`src/hdl/sssc_pkg.sv`:
```
// Package: shared types, character codes and name tables for the store scanner.
`default_nettype none

package sssc_pkg;

   // Default sizing, handed to the top level parameters as their defaults
   localparam int MAX_PENDING_DEF = 8;
   localparam int DEPTH_BITS_DEF  = 4;

   // Character codes
   localparam logic [7:0] CH_NUL    = 8'h00;
   localparam logic [7:0] CH_TAB    = 8'h09;
   localparam logic [7:0] CH_SPACE  = 8'h20;
   localparam logic [7:0] CH_EQ     = 8'h3D;
   localparam logic [7:0] CH_LBRACK = 8'h5B;
   localparam logic [7:0] CH_RBRACK = 8'h5D;
   localparam logic [7:0] CH_LPAREN = 8'h28;
   localparam logic [7:0] CH_RPAREN = 8'h29;
   localparam logic [7:0] CH_LOWER  = 8'h20;

   // Assignment lookahead states
   typedef enum logic [2:0] {
      LA_IDLE,
      LA_BLANKS,
      LA_OP,
      LA_OP_EQ,
      LA_EQ
   } la_state_type;

   // Request from the tokenizer to open a bracket check
   typedef struct packed {
      logic valid;
      logic paren;
   } open_req_type;

   // Link passed from cell to cell along the row
   typedef struct packed {
      logic grant;
      logic closed;
      logic ovf;
   } link_type;

   // Lower-case letters of the shared names; zero past the end of a name
   function automatic logic [7:0] reg_char(input logic [3:0] pos);
      logic [7:0] c;
      case (pos)
         4'd0:    c = "r";
         4'd1:    c = "e";
         4'd2:    c = "g";
         default: c = CH_NUL;
      endcase
      return c;
   endfunction

   function automatic logic [7:0] mega_char(input logic [3:0] pos);
      logic [7:0] c;
      case (pos)
         4'd0:    c = "m";
         4'd1:    c = "e";
         4'd2:    c = "g";
         4'd3:    c = "a";
         4'd4:    c = "b";
         4'd5:    c = "u";
         4'd6:    c = "f";
         default: c = CH_NUL;
      endcase
      return c;
   endfunction

   function automatic logic [7:0] gmega_char(input logic [3:0] pos);
      logic [7:0] c;
      case (pos)
         4'd0:    c = "g";
         4'd1:    c = "m";
         4'd2:    c = "e";
         4'd3:    c = "g";
         4'd4:    c = "a";
         4'd5:    c = "b";
         4'd6:    c = "u";
         4'd7:    c = "f";
         default: c = CH_NUL;
      endcase
      return c;
   endfunction

endpackage

`default_nettype wire

```
`src/hdl/shared_store_assignment_scanner_top.sv`:
```
// Top level: shared-store assignment scanner with a row of bracket check cells.
`default_nettype none

// The scanner takes source text one byte per beat on the req_ channel and
// reports, on the zero byte that ends the text, one rsp_ beat: rsp_safe is 1
// when no store to reg##, megabuf or gmegabuf (any case, plain, indexed or
// called) was found, and rsp_gave_up is 1 when the row of MAX_PENDING
// bracket cells ran out or a nesting depth passed 2**DEPTH_BITS-1; the text
// is then reported unsafe. Each accepted byte is handled at once: the tokenizer,
// the lookahead and all cells update in the same cycle, and the grant that
// opens a new cell ripples along the row within that cycle. The result is
// registered and shows in the cycle after the zero byte is accepted; the next
// text can start in that same cycle. req_stall rises only while a finished
// result sits in the output register and rsp_stall holds it. After a result
// all scan state is back at its reset values.

module shared_store_assignment_scanner_top
   import sssc_pkg::*;
#(
   parameter int MAX_PENDING = MAX_PENDING_DEF,
   parameter int DEPTH_BITS  = DEPTH_BITS_DEF
) (
   input  wire logic       clock,
   input  wire logic       reset,
   input  wire logic       req_valid,
   output logic            req_stall,
   input  wire logic [7:0] req_ch,
   output logic            rsp_valid,
   input  wire logic       rsp_stall,
   output logic            rsp_safe,
   output logic            rsp_gave_up
);

   logic         accept, end_byte, step, finish;
   open_req_type open_req;
   logic         tok_unsafe;
   link_type     links [MAX_PENDING+1];
   logic         overflow_ff, overflow_in;
   logic         rsp_valid_ff, rsp_valid_in;
   logic         rsp_safe_ff, rsp_gave_up_ff;

   // Hold the input only while a result waits and the far side stalls
   assign req_stall = rsp_valid_ff & rsp_stall;
   assign accept    = req_valid & ~req_stall;
   assign end_byte  = (req_ch == CH_NUL);
   assign step      = accept & ~end_byte;
   assign finish    = accept & end_byte;

   sssc_tokenizer u_tokenizer (
      .clock    (clock),
      .reset    (reset),
      .step     (step),
      .clear    (finish),
      .ch       (req_ch),
      .closed   (links[MAX_PENDING].closed),
      .open_req (open_req),
      .unsafe   (tok_unsafe)
   );

   // The open grant enters at the head of the row; the first free cell takes it
   assign links[0].grant  = open_req.valid;
   assign links[0].closed = 1'b0;
   assign links[0].ovf    = 1'b0;

   for (genvar i = 0; i < MAX_PENDING; i++) begin : g_cell
      sssc_cell #(
         .DEPTH_BITS (DEPTH_BITS)
      ) u_cell (
         .clock      (clock),
         .reset      (reset),
         .step       (step),
         .clear      (finish),
         .ch         (req_ch),
         .open_paren (open_req.paren),
         .link_in    (links[i]),
         .link_out   (links[i+1])
      );
   end

   // A grant that leaves the row means no free cell
   always_comb begin
      overflow_in = overflow_ff;
      if (step && (links[MAX_PENDING].ovf || links[MAX_PENDING].grant)) begin
         overflow_in = 1'b1;
      end
      rsp_valid_in = rsp_valid_ff & rsp_stall;
      if (finish) begin
         rsp_valid_in = 1'b1;
      end
   end

   always_ff @(posedge clock) begin
      if (reset || finish) begin
         overflow_ff <= 1'b0;
      end else begin
         overflow_ff <= overflow_in;
      end
   end

   always_ff @(posedge clock) begin
      if (reset) begin
         rsp_valid_ff <= 1'b0;
      end else begin
         rsp_valid_ff <= rsp_valid_in;
      end
   end

   // Load the result beat on the end byte
   always_ff @(posedge clock) begin
      if (finish) begin
         rsp_safe_ff    <= ~(tok_unsafe | overflow_ff);
         rsp_gave_up_ff <= overflow_ff;
      end
   end

   assign rsp_valid   = rsp_valid_ff;
   assign rsp_safe    = rsp_safe_ff;
   assign rsp_gave_up = rsp_gave_up_ff;

   // An accepted end byte always yields a result beat next cycle
   a_end_gives_result: assert property (@(posedge clock) disable iff (reset)
      finish |=> rsp_valid_ff)
      else $error("end byte accepted without a result beat");

   // Overflow state starts clean for every text
   a_overflow_cleared: assert property (@(posedge clock) disable iff (reset)
      finish |=> !overflow_ff)
      else $error("overflow flag survived the end of text");

   // A given-up result is never reported safe
   a_gave_up_unsafe: assert property (@(posedge clock) disable iff (reset)
      rsp_valid_ff |-> !(rsp_safe_ff && rsp_gave_up_ff))
      else $error("result both safe and gave_up");

   // Input back-pressure only comes from a held result
   a_stall_source: assert property (@(posedge clock) disable iff (reset)
      req_stall |-> rsp_valid_ff)
      else $error("input stalled with no pending result");

endmodule

`default_nettype wire

```
`src/hdl/sssc_cell.sv`:
```
// Module: one pending bracket check cell of the row.
`default_nettype none

module sssc_cell
   import sssc_pkg::*;
#(
   parameter int DEPTH_BITS = DEPTH_BITS_DEF
) (
   input  wire logic       clock,
   input  wire logic       reset,
   input  wire logic       step,
   input  wire logic       clear,
   input  wire logic [7:0] ch,
   input  wire logic       open_paren,
   input  wire link_type   link_in,
   output link_type        link_out
);

   localparam logic [DEPTH_BITS-1:0] DepthOne = DEPTH_BITS'(1);
   localparam logic [DEPTH_BITS-1:0] DepthMax = '1;

   logic                  active_ff, active_in;
   logic                  paren_ff, paren_in;
   logic [DEPTH_BITS-1:0] depth_ff, depth_in;

   logic                  act_upd;
   logic [DEPTH_BITS-1:0] dep_upd;
   logic                  ovf_here, close_here, is_opener, is_closer, take;

   always_comb begin
      is_opener  = paren_ff ? (ch == CH_LPAREN) : (ch == CH_LBRACK);
      is_closer  = paren_ff ? (ch == CH_RPAREN) : (ch == CH_RBRACK);
      act_upd    = active_ff;
      dep_upd    = depth_ff;
      ovf_here   = 1'b0;
      close_here = 1'b0;
      if (active_ff) begin
         if (is_opener) begin
            if (depth_ff == DepthMax) begin
               ovf_here = 1'b1;
               act_upd  = 1'b0;
            end else begin
               dep_upd = depth_ff + DepthOne;
            end
         end else if (is_closer) begin
            dep_upd = depth_ff - DepthOne;
            if (depth_ff == DepthOne) begin
               act_upd    = 1'b0;
               close_here = 1'b1;
            end
         end
      end

      // Take the open grant when free after this beat, else pass it on
      take            = link_in.grant & ~act_upd;
      link_out.grant  = link_in.grant & act_upd;
      link_out.closed = link_in.closed | close_here;
      link_out.ovf    = link_in.ovf | ovf_here;

      active_in = active_ff;
      paren_in  = paren_ff;
      depth_in  = depth_ff;
      if (step) begin
         if (take) begin
            active_in = 1'b1;
            paren_in  = open_paren;
            depth_in  = DepthOne;
         end else begin
            active_in = act_upd;
            depth_in  = dep_upd;
         end
      end
   end

   always_ff @(posedge clock) begin
      if (reset || clear) begin
         active_ff <= 1'b0;
      end else begin
         active_ff <= active_in;
      end
   end

   always_ff @(posedge clock) begin
      paren_ff <= paren_in;
      depth_ff <= depth_in;
   end

endmodule

`default_nettype wire

```
`src/hdl/sssc_tokenizer.sv`:
```
// Module: identifier matcher, buffer-name wait and assignment lookahead.
`default_nettype none

module sssc_tokenizer
   import sssc_pkg::*;
(
   input  wire logic       clock,
   input  wire logic       reset,
   input  wire logic       step,
   input  wire logic       clear,
   input  wire logic [7:0] ch,
   input  wire logic       closed,
   output open_req_type    open_req,
   output logic            unsafe
);

   logic         prev_ident_ff, prev_ident_in;
   logic [3:0]   ident_len_ff, ident_len_in;
   logic [2:0]   flags_ff, flags_in;
   logic         name_wait_ff, name_wait_in;
   la_state_type la_state_ff, la_state_in;
   logic         unsafe_ff, unsafe_in;

   logic         is_id, is_blank, is_opch, is_eq, is_digit, is_bracket;
   logic [7:0]   lc;
   logic [3:0]   base_len;
   logic [2:0]   base_flags;
   logic         r_ok, m_ok, g_ok;
   logic         ended, reg_hit, mega_hit, name_trig, la_start;
   la_state_type start_state, fed_state;

   always_comb begin
      is_digit   = (ch >= "0") && (ch <= "9");
      is_id      = ((ch >= "a") && (ch <= "z")) || ((ch >= "A") && (ch <= "Z")) ||
                   is_digit || (ch == "_");
      is_blank   = (ch == CH_SPACE) || (ch == CH_TAB);
      is_opch    = (ch == "+") || (ch == "-") || (ch == "*") || (ch == "/") ||
                   (ch == "%") || (ch == "|") || (ch == "&") || (ch == "^");
      is_eq      = (ch == CH_EQ);
      is_bracket = (ch == CH_LBRACK) || (ch == CH_LPAREN);
      lc         = ch | CH_LOWER;

      // Identifier tracking
      base_len   = prev_ident_ff ? ident_len_ff : 4'd0;
      base_flags = prev_ident_ff ? flags_ff : 3'b111;
      r_ok       = (base_len < 4'd3) ? (lc == reg_char(base_len)) :
                   ((base_len < 4'd5) && is_digit);
      m_ok       = (lc == mega_char(base_len));
      g_ok       = (lc == gmega_char(base_len));

      // A name ends at the first non-identifier byte
      ended     = prev_ident_ff & ~is_id;
      reg_hit   = ended & flags_ff[0] & (ident_len_ff == 4'd5);
      mega_hit  = ended & ((flags_ff[1] & (ident_len_ff == 4'd7)) |
                           (flags_ff[2] & (ident_len_ff == 4'd8)));
      name_trig = name_wait_ff | mega_hit;
      la_start  = reg_hit | (name_trig & ~is_blank & ~is_bracket);

      open_req.valid = step & name_trig & is_bracket;
      open_req.paren = (ch == CH_LPAREN);

      // Lookahead entered fresh on this byte
      if (is_blank) begin
         start_state = LA_BLANKS;
      end else if (is_opch) begin
         start_state = LA_OP;
      end else if (is_eq) begin
         start_state = LA_EQ;
      end else begin
         start_state = LA_IDLE;
      end

      unsafe_in = unsafe_ff;
      unique case (la_state_ff)
         LA_IDLE:   fed_state = LA_IDLE;
         LA_BLANKS: fed_state = start_state;
         LA_OP:     fed_state = is_eq ? LA_OP_EQ : LA_IDLE;
         LA_OP_EQ, LA_EQ: begin
            fed_state = LA_IDLE;
            if (!is_eq) begin
               unsafe_in = 1'b1;
            end
         end
         default:   fed_state = LA_IDLE;
      endcase

      if (closed) begin
         la_state_in = LA_BLANKS;
      end else if (la_start) begin
         la_state_in = start_state;
      end else begin
         la_state_in = fed_state;
      end

      prev_ident_in = is_id;
      ident_len_in  = ident_len_ff;
      flags_in      = flags_ff;
      if (is_id) begin
         ident_len_in = (base_len == 4'd15) ? base_len : base_len + 4'd1;
         flags_in     = base_flags & {g_ok, m_ok, r_ok};
      end
      name_wait_in = name_trig & is_blank;

      // End of text still counts a pending '=' or op=
      unsafe = unsafe_ff | (la_state_ff == LA_OP_EQ) || (la_state_ff == LA_EQ);
   end

   always_ff @(posedge clock) begin
      if (reset || clear) begin
         la_state_ff <= LA_IDLE;
      end else if (step) begin
         la_state_ff <= la_state_in;
      end
   end

   always_ff @(posedge clock) begin
      if (reset || clear) begin
         prev_ident_ff <= 1'b0;
         ident_len_ff  <= 4'd0;
         flags_ff      <= 3'b000;
         name_wait_ff  <= 1'b0;
         unsafe_ff     <= 1'b0;
      end else if (step) begin
         prev_ident_ff <= prev_ident_in;
         ident_len_ff  <= ident_len_in;
         flags_ff      <= flags_in;
         name_wait_ff  <= name_wait_in;
         unsafe_ff     <= unsafe_in;
      end
   end

endmodule

`default_nettype wire

```
`config.mk`:
```
export PLATFORM = sky130hd
export DESIGN_NAME = shared_store_assignment_scanner_top
export DESIGN_NICKNAME = d
export VERILOG_FILES = /design/src/hdl/sssc_pkg.sv /design/src/hdl/shared_store_assignment_scanner_top.sv /design/src/hdl/sssc_cell.sv /design/src/hdl/sssc_tokenizer.sv
export SDC_FILE = /design/constraint.sdc
export NUM_CORES = 1
export LEC_CHECK = 0
export BUFFER_PORTS_ARGS = -buffer_cell sky130_fd_sc_hd__buf_2
export CORE_MARGIN = 8
export CORE_UTILIZATION = 40
export CTS_BUF_LIST = sky130_fd_sc_hd__clkbuf_4
export DETAILED_ROUTE_END_ITERATION = 10
export PLACE_DENSITY = 0.53
export SETUP_SLACK_MARGIN = 0.05
export SLEW_MARGIN = 5
export SYNTH_ARGS = -nofsm -noshare
export SYNTH_HDL_FRONTEND = slang
export SYNTH_SLANG_ARGS = --single-unit
```
`constraint.sdc`:
```
create_clock -name clock -period 3 [get_ports clock]
set_input_delay 0.45 -clock clock [delete_from_list [all_inputs] [get_ports clock]]
set_output_delay 0.45 -clock clock [all_outputs]
set_load 0.03 [all_outputs]
```
Word-level counts from Yosys, hierarchy flattened
Memory sizes are Yosys's and may differ from the RTL's. Cells that the tools add are included.

Bits in read-only memories: 40. Output and inout bits: 4. Bits of input ports: 12. Register bits: 65. Word-level logic and storage cells: 407. Memories: 1.

$lt $le $gt $ge: 8. Reduce and logical (&&, ||, !) cells: 57. Bitwise gates (word level): 66. Equal/unequal tests: 57. Add/subtract/negate cells: 17. Mux-type cells: 167.

Memories: (name not given) (words 8, width 5, read ports 1, clocked after memory_dff 0, write ports 0, RTL line sssc_pkg.sv:72) `case (pos)`.

Operator list (count): $mux 4 (34); $mux 1 (122); $eq 8x6->1 const B (10); $pmux 7 s7 (1); $eq 4x4->1 const B (10); $eq 8x7->1 const B (5); $add 4x1->4 const B (9); $eq 4x1->1 const B (9); $reduce_and 4->1 (8); $sub 4x1->4 const B (8); $and 1x1->1 (31); $ne 3x3->1 const B (8); $reduce_bool 3->1 (8); $pmux 7 s3 (1); $eq 4x3->1 const B (5); $or 1x1->1 (19); $mux 3 (6); $reduce_and 2->1 (9); $eq 8x7->1 (2); $ge 8x7->1 const B (2); $le 8x7->1 const B (2); $reduce_bool 2->1 (8); $logic_or 1x1->1 (15); $not 1->1 (15); other kinds (19) (25).

Logic depth before layout (Yosys ltp)
Gate-level depths: netlist of run 1.

Word-level depth: 21. Mapped depth: 12.

Cells and area by module
A second synthesis of run 1 with hierarchy kept.

Cell total of the unflattened synthesis: 694. Area total of the unflattened synthesis: 6241.0 um2.

By module, submodules not included: sssc_cell (cells an instance 60, area an instance 583.1 um2, seq. area each 170.2 um2, times used 8); sssc_tokenizer (cells an instance 195, area an instance 1366.3 um2, seq. area each 260.2 um2, times used 1); shared_store_assignment_scanner_top (cells an instance 19, area an instance 210.2 um2, seq. area each 100.1 um2, times used 1).

Least setup slack after synthesis of run 1
No wires, ideal clock.

Path kind: input port to flip-flop. From: in req_ch[5]. To: reg g_cell[5].u_cell.depth_ff[0] (enable). Path buffers: 1. Data arrival time: 2.435 ns. Path slack: 0.225 ns. Required time: 2.661 ns. Stages: 8. Cell sequence: buf_2 and4bb_2 nand3_2 a2111oi_4 nand4_4 nor4_2 o221ai_1 a21oi_1.

Word-level cells in the longest chain between the ends: 19. Elaborated cells on any way between the ends: 68. Those cells by class: order compare: 6; eq/ne: 6; mux: 30; bitwise: 15; reduce/logical: 11.

RTL lines: start, declared (RTL line shared_store_assignment_scanner_top.sv:27) `input wire logic [7:0] req_ch,`; $ge 8x7->1 / $le 8x7->1 (equally long branches) (RTL line sssc_tokenizer.sv:34) `is_id = ((ch >= "a") && (ch <= "z")) || ((ch >= "A") && (ch <= "Z")) ||`; $logic_and 1x1->1 (RTL line sssc_tokenizer.sv:34); $logic_or 1x1->1 (2 in a row) (RTL line sssc_tokenizer.sv:34); $logic_or 1x1->1 (RTL line sssc_tokenizer.sv:35) `is_digit || (ch == "_");`; $not 1->1 (RTL line sssc_tokenizer.sv:52) `ended = prev_ident_ff & ~is_id;`; $and 1x1->1 (RTL line sssc_tokenizer.sv:52); $and 1x1->1 (RTL line sssc_tokenizer.sv:54) `mega_hit = ended & ((flags_ff[1] & (ident_len_ff == 4'd7)) |`; $or 1x1->1 (RTL line sssc_tokenizer.sv:56) `name_trig = name_wait_ff | mega_hit;`; $and 1x1->1 (2 in a row) (RTL line sssc_tokenizer.sv:59) `open_req.valid = step & name_trig & is_bracket;`; $and 1x1->1 (5 in a row) (RTL line sssc_cell.sv:56) `link_out.grant = link_in.grant & act_upd;`; $and 1x1->1 (RTL line sssc_cell.sv:55) `take = link_in.grant & ~act_upd;`; $ne 3x3->1 (no line), or another cell as far along; $reduce_and 4->1 (no line) *; end signal, assigned (RTL line sssc_cell.sv:85) `depth_ff <= depth_in;`; end, declared (RTL line sssc_cell.sv:24) `logic [DEPTH_BITS-1:0] depth_ff, depth_in;`.

Mark *: on every way between the ends. The rest lies on a longest branch, timed or not. A chain may end at the register's enable or synchronous reset.

Final worst setup path of run 1
From: reg u_tokenizer.ident_len_ff[1]. To: reg g_cell[7].u_cell.depth_ff[3], data pin.

Word-level cells in the longest chain between the ends: 15. Elaborated cells on any way between the ends: 17. Those cells by class: eq/ne: 2; bitwise: 15.

RTL lines: start, declared (RTL line sssc_tokenizer.sv:18) `logic [3:0] ident_len_ff, ident_len_in;`; start signal, assigned (RTL line sssc_tokenizer.sv:125) `ident_len_ff <= ident_len_in;`; $eq 4x3->1 / $eq 4x4->1 (equally long branches) (RTL line sssc_tokenizer.sv:54, sssc_tokenizer.sv:55); $and 1x1->1, on equally long branches (RTL line sssc_tokenizer.sv:54, sssc_tokenizer.sv:55); $or 1x1->1 * (RTL line sssc_tokenizer.sv:54); $and 1x1->1 * (RTL line sssc_tokenizer.sv:54); $or 1x1->1 * (RTL line sssc_tokenizer.sv:56); $and 1x1->1 * (2 in a row) (RTL line sssc_tokenizer.sv:59); $and 1x1->1 * (7 in a row) (RTL line sssc_cell.sv:56); $and 1x1->1 * (RTL line sssc_cell.sv:55); end signal, assigned (RTL line sssc_cell.sv:85); end, declared (RTL line sssc_cell.sv:24).

Marks and branches as above.

==> results.json, run 1 <==
{
  "wl_per_cell_um": 18.04,
  "grt_pass1_wl_um": 24260,
  "cts_buffers": 9,
  "met1_usage_pct": 22.47,
  "setup_ws_ns": 0.2669,
  "cts_tree": "done",
  "holdPathEnd": "rsp_valid",
  "timing.hold.worst_path_depth": 3,
  "drtAntennaViolNets": 0,
  "grt_start_max_net_pins": 17,
  "synth_nets": 653,
  "netlist_top_cells_count": "nor2_1 (67), nand2_1 (45), edfxtp_1 (42)",
  "remaining_drc_errors": 0,
  "reg2reg_from": "u_tokenizer.ident_len_ff[1]",
  "start_util_pct": 40.60,
  "dp_slack_ns": 0.02141,
  "synth.top_cell.area_share_pct": 23.74,
  "start_kind": "flip-flop",
  "p_int_mw": 1.274,
  "swShare_pct": 27.69,
  "syn_area_sq_mm": 0.005313,
  "fmax_mhz": 365.9,
  "path_clk_slew_ns": 0.13,
  "port_buffers": 15,
  "cap_violations": 0,
  "synthTopCellsByArea": "edfxtp_1 (24%), dfxtp_1 (8.7%), ha_1 (6.8%)",
  "yosysMostFrequentCell": "nor2_1",
  "die_w_um": 131.2,
  "grt_antenna_before_repair": 0,
  "p_total_mw": 1.762,
  "grt_pass1_vias": 4712,
  "finalNonFillerCells": 845,
  "placed_area_sq_mm": 0.005893,
  "clkLatencyLatePin_ns": 0.45,
  "ir_drop_v": 0.0002146,
  "gp_congestion": 0.9049,
  "floorplan.die_area_sq_mm": 0.01723,
  "met3_usage_pct": 3.201,
  "grt_setup_unrepaired": "no",
  "criticalPathCategory": "flip-flop to flip-flop",
  "layout-drive-gt1-share_pct": 19.76,
  "hold_path.class": "input pin to flip-flop",
  "critPathMostFrequentCell": "nor3b_2",
  "placed_cells": 828,
  "final_max_slew_viol_count": 0,
  "setup_viol": 0,
  "async_flop_share_pct": 0,
  "overflow": 0,
  "hold_start": "rsp_stall",
  "fin_crit_sh_pct": 91.10,
  "tns_ns": 0,
  "cp.required_ns": 3.21,
  "vias_per_cell": 5.789,
  "grtUsageTotal_pct": 17.28,
  "clk_path_buf_depth": 2,
  "fin_area_sq_mm": 0.006066,
  "area_growth_pct": 14.18,
  "status": "complete, no violations",
  "drt-initial-drc-count": 383,
  "crit_path_max_incr_delay_ns": 0.43,
  "p_per_area_mw_per_mm2": 290.4,
  "dieHeight_um": 131.2,
  "pin_count": 16,
  "worst_path_max_delay_cell": "dfxtp_1",
  "reg2reg_to": "g_cell[7].u_cell.depth_ff[3]",
  "p_comb_share_pct": 10.2,
  "crit_fanout": 8,
  "coreArea_sq_mm": 0.01309,
  "synth_flop_cell": "edfxtp_1",
  "yosys_warnings": 0,
  "clockRootBuffer": "clkbuf_4",
  "fin_worst_skew_ns": 0.01787,
  "syn_area_per_cell_sq_um": 8.681,
  "hpwl_um": 11910,
  "cts.sinks": 65,
  "vias": 4892,
  "reg2reg_depth": 8,
  "grt_busiest_layer": "met2",
  "synth_cell_types": 97,
  "yosysTopAreaCell": "edfxtp_1",
  "worst-r2r-setup-slack_ns": 0.27,
  "worst_slew_pin_slew_ns": 0.9194,
  "crit_arrival_ns": 2.94,
  "wirelength_um": 15240,
  "fin_nets": 704,
  "end_kind": "flip-flop",
  "dr.pass1.iters": 5,
  "hold_viol_final": 0,
  "seq_area_frac_synth_pct": 32.41,
  "cts_max_level": 3,
  "grt_use_met2_pct": 28.10,
  "synthCells": 612,
  "row_count": 42,
  "synth_edf_count": 42,
  "cp_cell_sequence": "nor4b_4 -> a221oi_2 -> a2111oi_4 -> nand4_4 -> buf_4 -> nor3b_2 -> nor3b_2 -> nor2_1",
  "worst_slew_margin_rel_pct": 38.48,
  "ys_seq_elements": 65,
  "p_seq_share_pct": 54.1,
  "power.leakage_nw": 2.326,
  "clock_power_share_pct": 35.7,
  "post_cts_buffers": 0,
  "final.min_clock_period_ns": 2.733,
  "p_sw_uw": 487.9
}
-- worst max path at each step --
stage                                      from                      endpoint  cells after the start
floorplan                             req_ch[5]  g_cell[5].u_cell.depth_ff[0]                      8
global placement                      req_ch[4]  g_cell[5].u_cell.depth_ff[1]                      9
detailed placement                    req_ch[4]  g_cell[5].u_cell.depth_ff[1]                      9
CTS                 u_tokenizer.ident_len_ff[1]  g_cell[5].u_cell.depth_ff[2]                      8
global route        u_tokenizer.ident_len_ff[1]  g_cell[7].u_cell.depth_ff[3]                      8
finish              u_tokenizer.ident_len_ff[1]  g_cell[7].u_cell.depth_ff[3]                      8
-- cells in the final DEF (no fill, tap or decap), types with 4 or more instances in the layout --
master    instances
o21ai_0          24
o22ai_1           6
a21oi_1          31
o32ai_1           4
nor3_1           19
a21o_1            4
edfxtp_1         42
nor2_1           67
inv_1            35
nand2_1          45
a32oi_1           7
buf_4            58
dfxtp_1          23
buf_2            15
or3b_2            7
xnor2_1          17
clkbuf_4          9
a31oi_1          10
ha_1             29
o21ai_1           4
nor4_1           10
nand2b_1         16
nand3_1          21
xor2_1           15
and2_1            6
o211ai_1          6
nand4_1          10
and3_1           12
mux2i_1          13
-- metal layers --
metal	part of all wire, %	vias up
li1	-	2365
met1	47	2354
met2	47	149
met3	4.9	24
met4	1.6	0
met5	0	-
-- worst max-delay path: cells and delay by family, from the launching register on --
| kind | cells | cell delay, ns |
|---|---|---|
| buffers and inverters | 1 | 0.19 |
| flip-flops | 1 | 0.43 |
| AO/OA/AOI/OAI | 2 | 0.59 |
| AND/OR/NAND/NOR | 5 | 1.29 |
-- state kept, by name (all words and copies together), names as in the netlist, 3 cells and up --
register                  count
g_cell.u_cell.depth_ff       32
g_cell.u_cell.active_ff       8
g_cell.u_cell.paren_ff        8
u_tokenizer.ident_len_ff      4
u_tokenizer.flags_ff          3
u_tokenizer.la_state_ff       3
-- what timing repair did --
item | CTS | global route
endpoints found under the setup margin | 0 | 12
hold buffers | 0 | 0
gates resized for setup | 0 | 3
hold endpoints to repair | 0 | 0
-- logic make-up (layout without fill, tap and decap cells) --
| logic type | after synthesis | count (layout) | synth area share, % |
|---|---|---|---|
| other | 0 | 1 | 0 |
| XOR/XNOR | 32 | 32 | 5.276 |
| multiplexers | 13 | 13 | 2.449 |
| buffers and inverters | 70 | 126 | 5.746 |
| AND/OR/NAND/NOR | 256 | 256 | 27.30 |
| AO/OA/AOI/OAI | 147 | 147 | 20.00 |
| flip-flops | 65 | 65 | 32.41 |
| adder cells (fa/ha/maj) | 29 | 29 | 6.830 |
-- layout make-up --
cell class | count | area, sq um
Multi-Input combinational cell | 477 | 3309
Inverter | 36 | 135.1
Timing Repair Buffer | 74 | 530.5
Clock buffer | 9 | 67.56
Tap cell | 176 | 220.2
Fill cell | 1307 | 7019
Clock inverter | 7 | 78.83
Sequential cell | 65 | 1722
Antenna cell | 1 | 2.502
-- power by group through the flow --
| stage | sequential (mW) | combinational, mW | clock, mW |
|---|---|---|---|
| after floorplan | 0.971 | 0.107 | 0 |
| after global placement | 0.972 | 0.172 | 0 |
| after detailed placement | 0.972 | 0.175 | 0 |
| after CTS | 0.952 | 0.175 | 0.650 |
| after global routing | 0.954 | 0.193 | 0.680 |
| final | 0.952 | 0.179 | 0.630 |
-- per-stage QoR --
step | hold WS (ns) | util [%]
finish | 0.2896 | 46.36
global route | 0.2797 | 46.34
CTS | 0.2503 | 46.16
detailed placement | 0.4735 | 45.04
global placement | 0.4548 | 45.04
floorplan | 0.4383 | -
Note: power is estimated with default switching activity, not from simulation.
==> run 2: changes to the inputs <==
--- a/config.mk
+++ b/config.mk
@@ -10,8 +10,8 @@
 export CORE_UTILIZATION = 40
 export CTS_BUF_LIST = sky130_fd_sc_hd__clkbuf_4
 export DETAILED_ROUTE_END_ITERATION = 10
-export PLACE_DENSITY = 0.53
-export SETUP_SLACK_MARGIN = 0.05
+export PLACE_DENSITY_LB_ADDON = 0.08
+export SETUP_SLACK_MARGIN = 0.15
 export SLEW_MARGIN = 5
 export SYNTH_ARGS = -nofsm -noshare
 export SYNTH_HDL_FRONTEND = slang
==> run 2 against run 1 <==
  * Global-route usage barely moved
  * Via count shrank 1.6%
  * Die area unchanged
  * Combinational power fell by 2%
  * Clock skew down 0.0044 ns
  * Non-clock buffer count shrank 3
  * Sequential share of layout area hardly changed
  * Flip-flop and latch count unchanged
  * First-iteration DRC count down 32%
  * Fmax up 1.2%
  * Setup slack improved by 0.033 ns
  * Critical endpoint is now g_cell[7].u_cell.depth_ff[2]
  * Largest power group unchanged
  * Highest routed layer unchanged
==> results.json, run 2 (synthesized netlist as in run 1, its figures left out) <==
{
  "finalNonFillerCells": 841,
  "fillers": 1297,
  "fin_nets": 701,
  "overflow": 0,
  "final_max_slew_viol_count": 0,
  "met1_usage_pct": 22.13,
  "fin_worst_skew_ns": 0.01351,
  "p_seq_share_pct": 50.2,
  "p_per_area_mw_per_mm2": 312.7,
  "fmax_mhz": 370.4,
  "setup_viol": 0,
  "status": "complete, no violations",
  "area_growth_pct": 14.27,
  "pin_count": 16,
  "cts.sinks": 65,
  "remaining_drc_errors": 0,
  "grtUsageTotal_pct": 17.33,
  "multi_input_area_sq_mm": 0.003304,
  "vias": 4815,
  "vias_per_cell": 5.725,
  "cts_max_level": 3,
  "ctsHoldBuffers": 0,
  "largest_register": "g_cell.u_cell.depth_ff",
  "clk_path_buf_depth": 2,
  "fin_crit_sh_pct": 89.99,
  "placed_cells": 825,
  "path_clk_slew_ns": 0.11,
  "crit_arrival_ns": 2.88,
  "final.min_clock_period_ns": 2.700,
  "layout-drive-gt1-share_pct": 19.55,
  "grt_use_met2_pct": 28.61,
  "ctsResizeCount": 0,
  "ir_drop_v": 0.0002263,
  "dr.pass1.iters": 5,
  "end_kind": "flip-flop",
  "grt_pass1_wl_um": 24500,
  "layout_commonest_cell": "nor2_1",
  "dp_slack_ns": -0.003084,
  "swShare_pct": 24.24,
  "p_comb_share_pct": 9.2,
  "crit_fanout": 5,
  "cts_tree": "done",
  "p_sw_uw": 460.0,
  "wl_per_cell_um": 17.82,
  "largest_reg_flops": 32,
  "tns_ns": 0,
  "row_count": 42,
  "hold_path.class": "input pin to flip-flop",
  "hpwl_um": 11730,
  "die_w_um": 131.2,
  "setup_ws_ns": 0.3002,
  "start_kind": "flip-flop",
  "wirelength_um": 14990,
  "power.leakage_nw": 2.322,
  "grt_busiest_layer": "met2",
  "start_util_pct": 40.60,
  "coreArea_sq_mm": 0.01309,
  "grt_setup_unrepaired": "no",
  "dieHeight_um": 131.2,
  "grt_pass1_vias": 4736,
  "met3_usage_pct": 2.820,
  "worst_slew_margin_rel_pct": 50.10,
  "hold_viol_final": 0,
  "seq_area_sq_mm": 0.001722,
  "grt_antenna_before_repair": 0,
  "grt_start_max_net_pins": 18,
  "cts_buffers": 9,
  "drtAntennaViolNets": 0,
  "reg_top3": "g_cell.u_cell.depth_ff (32), g_cell.u_cell.active_ff (8), g_cell.u_cell.paren_ff (8)",
  "post_cts_buffers": 0,
  "clkLatencyLatePin_ns": 0.44,
  "num_antenna_cells": 0,
  "floorplan.die_area_sq_mm": 0.01723,
  "criticalPathCategory": "flip-flop to flip-flop",
  "cap_violations": 0,
  "p_int_mw": 1.438,
  "cp.required_ns": 3.18,
  "gp_congestion": 0.8753,
  "worst_slew_pin_slew_ns": 0.7421,
  "drt-initial-drc-count": 262,
  "clock_power_share_pct": 40.6,
  "final_cell_mix": "nor2_1 (66), buf_4 (55), nand2_1 (45)",
  "p_total_mw": 1.898,
  "port_buffers": 15,
  "clockRootBuffer": "clkbuf_4"
}
## run 2: final cells by class
cell class	count	area share, %
Sequential cell	65	28.36
Tap cell	176	3.627
Multi-Input combinational cell	477	54.43
Clock buffer	10	1.237
Inverter	36	2.226
Timing Repair Buffer	71	8.368
Clock inverter	6	1.752
## run 2: per-stage QoR
step / hold WS, ns / cell area (sq um) / util (%)
final: 0.2956 / 6071 / 46.40
after global placement: 0.4558 / 5871 / 44.87
after CTS: 0.2573 / 6052 / 46.25
after floorplan: 0.4383 / 5313 / -
after global routing: 0.2674 / 6071 / 46.40
after detailed placement: 0.4768 / 5871 / 44.87
## run 2: routing by layer
layer | up-vias | part of all wire, %
met5 | - | 0
met4 | 0 | 1.7
met3 | 20 | 4.6
met2 | 120 | 47
met1 | 2307 | 46
li1 | 2368 | -
## run 2: critical path, stage by stage, from the launching register on
cell and delay, ns:
dfxtp_1 0.35, nor4b_2 0.38, a221oi_2 0.19, a2111oi_4 0.44
nand4_4 0.21, buf_4 0.20, nor3b_2 0.22, nand2_1 0.11
a21oi_1 0.17, buf_4 0.15
## run 2: path summary, 6_finish.rpt
kind	depth (start not counted)	endpoint	slack, ns	from
setup / recovery	9	g_cell[7].u_cell.depth_ff[2]	0.30	u_tokenizer.ident_len_ff[1]
setup reg to reg	9	g_cell[7].u_cell.depth_ff[2]	0.30	u_tokenizer.ident_len_ff[1]
hold reg to reg	1	u_tokenizer.flags_ff[1]	0.50	u_tokenizer.flags_ff[1]
hold / removal	3	rsp_valid	0.30	rsp_stall
## run 2: power by group through the flow
stage	clock network (mW)	registers [mW]	logic (mW)
global placement	0	0.972	0.170
detailed placement	0	0.973	0.171
finish	0.771	0.952	0.175
CTS	0.793	0.952	0.172
global route	0.829	0.954	0.190
floorplan	0	0.971	0.107
